File: src/rtl/frp_digit_acc.sv
// ----------------------------------------------------------------------------
// frp_digit_acc
// saturating decimal accumulate: acc * 10 + digit, clamped to all ones
// ----------------------------------------------------------------------------
`default_nettype none

module frp_digit_acc #(
    parameter int unsigned VALUE_BITS = 31
) (
    input  wire logic [VALUE_BITS-1:0] i_acc,
    input  wire logic [3:0]            i_digit,
    output logic      [VALUE_BITS-1:0] o_acc
);

    localparam int unsigned SUM_BITS = VALUE_BITS + 4;

    logic [SUM_BITS-1:0] w_sum;

    // times eight plus times two plus the digit
    assign w_sum = {1'b0, i_acc, 3'b000}
                 + {3'b000, i_acc, 1'b0}
                 + {{VALUE_BITS{1'b0}}, i_digit};

    assign o_acc = (w_sum[SUM_BITS-1:VALUE_BITS] != 4'd0) ? {VALUE_BITS{1'b1}}
                                                         : w_sum[VALUE_BITS-1:0];

endmodule

`default_nettype wire

File: config.mk
export PLATFORM = sky130hd
export DESIGN_NAME = frp_digit_acc
export DESIGN_NICKNAME = d
export VERILOG_FILES = /design/src/rtl/frp_digit_acc.sv
export SDC_FILE = /design/constraint.sdc
export NUM_CORES = 1
export LEC_CHECK = 0
export ABC_CLOCK_PERIOD_IN_PS = 14200
export BUFFER_PORTS_ARGS = -buffer_cell sky130_fd_sc_hd__buf_2
export CORE_MARGIN = 3
export CORE_UTILIZATION = 26
export DETAILED_ROUTE_END_ITERATION = 16
export PLACE_DENSITY = 0.44
export SYNTH_ARGS = -nofsm -noshare
export SYNTH_HDL_FRONTEND = slang
export SYNTH_SLANG_ARGS = --single-unit
File: constraint.sdc
create_clock -name vclk -period 14.2
set_input_delay 2.84 -clock vclk [all_inputs]
set_output_delay 2.84 -clock vclk [all_outputs]
set_load 0.03 [all_outputs]
==> flow_summary.ini, run 1 <==
[routing]
drtAntennaViolNets = 0
wl_um = 7000
routedWlPerCell_um = 14.3
drtIter0Drc = 86
firstDrtPassIters = 4
viasPerCell = 5.28
vias = 2576
drc_errors = 0

[clock_network]
hold_buffers = 0
post_cts_buffers = 0
post_cts_resized = 0

[die]
initial_utilization_pct = 27.6
ios = 66
dieArea_sq_um = 10100
rows = 33
core-area_sq_um = 8460
dieHeight_um = 101
die_w_um = 101

[pwr]
p_switching_w = 0.000106
swShare_pct = 62.8
ir_worst_vdd_v = 0.0000214
power.leakage_nw = 1.29
combinationalPowerShare_pct = 100.0
p_int_w = 0.0000630
power_w = 0.000169
powerDensity_nw_per_um2 = 61.6
seqPwrFrac_pct = 0
power.clock.fraction_pct = 0

[setup_path]
setup.worst_path.class = input port to output pin
endpoint_kind = output pin
cp-startpoint = i_acc[0]
crit_arrival_ns = 6.68
worstPathMaxFanout = 16
worst_ep_required_time_ns = 11.36
cp-endpoint = o_acc[1]
cp-start-kind = input port

[placed_design]
place_congestion = 0.874
postPlaceCellArea_sq_um = 2750
portBuffers = 66
dpl.hpwl_um = 6140
dp_cells = 488

[final_layout]
num-clock-buffers = 0
fin_util_pct = 32.4
seq_cells = 0
final_area_sq_um = 2750
nNetsFinal = 483
area.growth.synth_to_final_pct = 17.7
diodes = 0
seq_area_sq_um = 0
drive_gt1_share_pct = 19.6
stdcell_count = 488

[timing]
final-setup-viol-count = 0
rsz0062_at_grt = false
finalHoldViolCount = 0
finalCritPeriodShare_pct = 67.0
drv_slew = 0
fin_setup_tns_ns = 0
fmax_ghz = 0.105
worst_slew_pin_slew_ns = 0.653
relSlewSlack_pct = 56.3
min_period_ns = 9.52

[synthesis]
yosysSeqAreaShare_pct = 0
syn_nets = 426
syn_inst = 328
yosys_warnings = 0
netlist_area_sq_um = 2330
ys_types = 52
synth_area_per_cell_sq_um = 7.11

[job]
cap_violations = 0

[grt]
grt_overflow = 0
antenna_found_initial = 0
grt_pass1_wl_um = 11900
track_usage_pct = 13.7
grt_pass1_vias = 2459
grt_max_degree = 17

[hold_path]
hp-class = input port to output pin

[status]
status = finished clean
Yosys cell counts, drive strengths merged (2+ instances only):
library cell,n,area share (%)
a31o,2,0.75
a211oi,4,1.5
nand3,9,1.9
ha,61,33
fa,2,1.7
inv,4,0.64
a21o,12,3.9
xor2,8,3.0
buf,3,1.3
or2b,3,0.97
and2,2,0.54
o21ai,17,3.6
or3,2,0.54
and3,4,1.1
a211o,2,0.75
a21boi,2,1.1
nor2,22,3.5
a221o,2,0.86
nor4,2,0.54
a21oi,38,8.3
clkbuf,9,1.4
a21bo,3,1.3
o211ai,4,1.3
xnor2,15,5.6
o31ai,3,0.97
nor3,6,1.3
nand4,6,1.6
nand2,60,9.7
o21bai,4,1.3
a2111oi,2,1.0
critical path: stages:
cell,delay (ns)
buf_2,0.12
fa_1,0.52
fa_1,0.48
a21o_1,0.20
a221o_1,0.39
a21boi_4,0.21
a21oi_2,0.08
a2111oi_2,0.33
o32ai_1,0.19
a211oi_4,0.56
buf_4,0.34
or2b_1,0.24
buf_2,0.17
worst min-delay path by stage:
stage / startpoint / endpoint / slack (ns) / depth (start not counted)
6_report: i_digit[0] / o_acc[0] / 6.01 / 3
5_1_grt: i_digit[0] / o_acc[0] / 6.03 / 3
4_1_cts: i_digit[0] / o_acc[0] / 6.01 / 3
3_5_place_dp: i_digit[0] / o_acc[0] / 6.01 / 3
3_3_place_gp: i_digit[0] / o_acc[0] / 6.01 / 3
2_1_floorplan: i_digit[0] / o_acc[0] / 5.92 / 1
power groups by stage:
stage	sequential (W)	clock (W)	combinational, W
3_5_place_dp	0	0	0.000169
3_3_place_gp	0	0	0.000170
5_1_grt	0	0	0.000190
2_1_floorplan	0	0	0.000128
6_report	0	0	0.000169
4_1_cts	0	0	0.000170
cell type report:
class	count	area (sq um)
fill	954	5720
multi-input combinational	312	2260
timing repair buffer	67	338
tap	105	131
inverter	4	15.0
placed cells by master (no fill, tap or decap), types with 4 or more instances in the layout:
cell type / Yosys / final
a21o_1: 12 / 12
a21oi_1: 37 / 37
and3_1: 4 / 4
buf_2: 0 / 66
ha_1: 61 / 61
inv_1: 4 / 4
nand2_1: 60 / 60
nand3_1: 9 / 9
nand4_1: 6 / 6
nor2_1: 22 / 22
nor3_1: 6 / 6
o211ai_1: 4 / 4
o21ai_0: 16 / 16
o21bai_1: 4 / 4
xnor2_1: 15 / 15
xor2_1: 8 / 8
logic make-up after synthesis:
logic type | share of synthesized area (%)
AO/OA/AOI/OAI | 30.4
buffers and inverters | 3.38
AND/OR/NAND/NOR | 23.2
XOR/XNOR | 8.63
adder cells (fa/ha/maj) | 34.4
layer usage:
metal	vias to the layer above	routed length, um	GRT usage, %
li1	1335	-	-
met1	1172	3580	21.7
met2	67	3070	21.5
met3	2	346	0.692
met4	0	4	0
met5	-	0	0
metrics by stage:
step                      hold WS [ns]  worst slack (ns)
after global routing              6.03              4.41
after detailed placement          6.01              4.66
after floorplan                   5.92              5.56
after global placement            6.01              4.75
after CTS                         6.01              4.63
final                             6.01              4.68
(Power assumes the default switching activity.)
==> run 2, diff against run 1 <==
Settings changed: ABC_CLOCK_PERIOD_IN_PS 14200 to 8640, PLACE_DENSITY 0.44 to 0.45.
Clock period 14.2 ns to 8.64 ns, I/O delays scaled along.
==> flow_summary.ini, run 2 (synthesis gave the netlist of run 1 again) <==
[routing]
routedWlPerCell_um = 14.2
drtAntennaViolNets = 0
vias = 2505
viasPerCell = 5.13
drc_errors = 0
wl_um = 6940
firstDrtPassIters = 4
drtIter0Drc = 113

[final_layout]
diodes = 0
final_common_cell = buf_2
seq_area_sq_um = 0
layout_common_cells = buf_2 (66), ha_1 (61), nand2_1 (60)
drive_gt1_share_pct = 19.6
num-clock-buffers = 0
nNetsFinal = 483
area.growth.synth_to_final_pct = 17.7
seq_cells = 0

[clock_network]
post_cts_buffers = 0
post_cts_resized = 0
hold_buffers = 0

[timing]
rsz0062_at_grt = false
min_period_ns = 7.21
finalCritPeriodShare_pct = 83.4
finalHoldViolCount = 0
whs_ns = 3.79
worst_slew_pin_slew_ns = 0.761
final-setup-viol-count = 0
fin_setup_tns_ns = 0
relSlewSlack_pct = 49.1
fmax_ghz = 0.139
fin_ws_ns = 1.43
drv_slew = 0

[setup_path]
crit_slowest_cell = a211oi_4
crit_arrival_ns = 5.48
worstPathMaxFanout = 19
worst_ep_required_time_ns = 6.91
critPathMaxStageDelay_ns = 0.63
crit_chain = buf_2 -> fa_1 -> fa_1 -> a21o_1 -> a221o_1 -> a21boi_4 -> a21oi_2 -> a2111oi_2 -> o32ai_1 -> a211oi_4 -> buf_4 -> o21ai_0 -> buf_2
setup.worst_path.class = input port to output pin
cp-start-kind = input port
endpoint_kind = output pin

[pwr]
p_switching_w = 0.000174
seqPwrFrac_pct = 0
combinationalPowerShare_pct = 100.0
p_int_w = 0.000103
power.clock.fraction_pct = 0
power.leakage_nw = 1.29
powerDensity_nw_per_um2 = 101
power_w = 0.000278
swShare_pct = 62.8
ir_worst_vdd_v = 0.0000321

[die]
dieArea_sq_um = 10100
dieHeight_um = 101
ios = 66
initial_utilization_pct = 27.6
rows = 33
core-area_sq_um = 8460
die_w_um = 101

[grt]
grt_overflow = 0
grt_pass1_vias = 2432
grt_pass1_wl_um = 11600
grt_max_degree = 20
antenna_found_initial = 0
track_usage_pct = 13.3

[placed_design]
portBuffers = 66
place_congestion = 0.790
place_ws_ns = 1.38
dpl.hpwl_um = 6090

[hold_path]
hp-class = input port to output pin

[status]
status = finished clean

[job]
cap_violations = 0
[run 2: path summary, 6_finish.rpt]
check                   from   endpoint  slack (ns)  depth (start not counted)
hold / removal    i_digit[0]   o_acc[0]        3.79                          3
setup / recovery    i_acc[0]  o_acc[29]        1.43                         13
[run 2: layout make-up]
class	count	area [sq um]
Tap cell	105	131
Timing Repair Buffer	67	338
Multi-Input combinational cell	312	2260
Inverter	4	15.0
Fill cell	938	5720
[run 2: power groups by stage]
stage | Combinational [W] | Clock [W] | Sequential, W
final | 0.000278 | 0 | 0
after global routing | 0.000310 | 0 | 0
after CTS | 0.000281 | 0 | 0
after detailed placement | 0.000279 | 0 | 0
after global placement | 0.000280 | 0 | 0
after floorplan | 0.000210 | 0 | 0
[run 2: stage by stage]
stage,utilization [%],cell area [sq um],cells
global route,32.4,2750,488
CTS,32.4,2750,488
finish,32.4,2750,488
detailed placement,32.4,2750,488
global placement,32.4,2750,488
floorplan,-,2330,328
[run 2: worst max-delay path, delay by kind of cell]
kind	cells	cell delay, ns
compound gates	8	2.11
fa+ha+maj	2	1.01
buf+inv	3	0.63
[run 2: layer usage]
| layer | vias to the layer above | part of all wire [%] | global-route usage, % | routed length (um) |
|---|---|---|---|---|
| met1 | 1125 | 54 | 20.6 | 3730 |
| met5 | - | 0 | 0 | 0 |
| li1 | 1334 | - | - | - |
| met2 | 44 | 43 | 21.5 | 2960 |
| met4 | 0 | 0.029 | 0 | 2 |
| met3 | 2 | 3.6 | 0.761 | 247 |
==> run 3, diff against run 2 <==
Settings changed: ABC_CLOCK_PERIOD_IN_PS 8640 to 6200.
Clock period 8.64 ns to 6.2 ns, I/O delays scaled along.
==> flow_summary.ini, run 3 (synthesis gave the netlist of run 1 again) <==
[pwr]
power.clock.fraction_pct = 0
seqPwrFrac_pct = 0
p_int_w = 0.000145
combinationalPowerShare_pct = 100.0
swShare_pct = 62.7
ir_worst_vdd_v = 0.0000457
power_w = 0.000389
powerDensity_nw_per_um2 = 141
power.leakage_nw = 1.29
p_switching_w = 0.000244

[setup_path]
crit_chain = buf_2 -> fa_1 -> fa_1 -> a21o_1 -> a221o_1 -> a21boi_4 -> a21oi_2 -> a2111oi_2 -> o32ai_1 -> a211oi_4 -> buf_4 -> or2b_1 -> buf_2
cp_top_family = compound AO/OA/AOI/OAI gates
critPathMaxStageDelay_ns = 0.52
crit_arrival_ns = 4.61
crit_buf_inv = 3
setup.worst_path.class = input port to output pin
crit_slowest_cell = fa_1
endpoint_kind = output pin
worst_ep_required_time_ns = 4.96
cp-start-kind = input port
worstPathMaxFanout = 18
cp.depth = 13

[die]
dieHeight_um = 101
die_w_um = 101
core-area_sq_um = 8460
initial_utilization_pct = 27.6
ios = 66
rows = 33
dieArea_sq_um = 10100

[placed_design]
dpl.hpwl_um = 6100
postPlaceCellArea_sq_um = 2750
place_congestion = 0.828
place_ws_ns = 0.350
portBuffers = 66

[hold_path]
hp-class = input port to output pin
hold_depth = 3

[status]
status = finished clean

[clock_network]
hold_buffers = 0
post_cts_buffers = 0
post_cts_resized = 0

[timing]
relSlewSlack_pct = 67.7
fin_setup_tns_ns = 0
fin_ws_ns = 0.345
min_period_ns = 5.85
fmax_ghz = 0.171
finalHoldViolCount = 0
drv_slew = 0
worst_slew_pin_slew_ns = 0.483
finalCritPeriodShare_pct = 94.4
rsz0062_at_grt = false
final-setup-viol-count = 0

[final_layout]
seq_area_sq_um = 0
fillCellCount = 941
final_area_sq_um = 2750
drive_gt1_share_pct = 19.8
nNetsFinal = 484
seq_cells = 0
layout_common_cells = buf_2 (66), ha_1 (61), nand2_1 (60)
multi_input_area_sq_um = 2260
num-clock-buffers = 0
area.growth.synth_to_final_pct = 18.0
final_common_cell = buf_2
fin_util_pct = 32.5
diodes = 0

[routing]
routedWlPerCell_um = 14.4
viasPerCell = 5.17
drtIter0Drc = 77
vias = 2529
wl_um = 7020
drtAntennaViolNets = 0
drc_errors = 0
firstDrtPassIters = 5

[grt]
track_usage_pct = 13.8
grt_max_degree = 19
grt_pass1_vias = 2469
antenna_found_initial = 0
grt_overflow = 0
grt_pass1_wl_um = 12000

[job]
cap_violations = 0
run 3: per-stage QoR:
step                hold WS, ns  cells
floorplan                  2.72    328
detailed placement         2.81    489
global placement           2.81    489
global route               2.85    489
CTS                        2.81    489
finish                     2.81    489
run 3: cell type report:
type | count | area share [%]
Multi-Input combinational cell | 312 | 82.1
Inverter | 4 | 0.545
Timing Repair Buffer | 68 | 12.5
Tap cell | 105 | 4.77
run 3: final timing paths:
path,from,slack (ns),end
worst max-delay path,i_acc[0],0.35,o_acc[1]
worst min-delay path,i_digit[0],2.81,o_acc[0]
run 3: power groups by stage:
stage	Sequential, W	Clock, W	Combinational (W)
after floorplan	0	0	0.000293
after global placement	0	0	0.000392
after detailed placement	0	0	0.000390
after CTS	0	0	0.000392
after global routing	0	0	0.000436
final	0	0	0.000389
run 3: per-layer routing:
metal	GRT usage, %	wire length [um]
met1	21.4	3690
met2	21.8	3030
met3	0.900	283
met4	0.311	16
met5	0	0
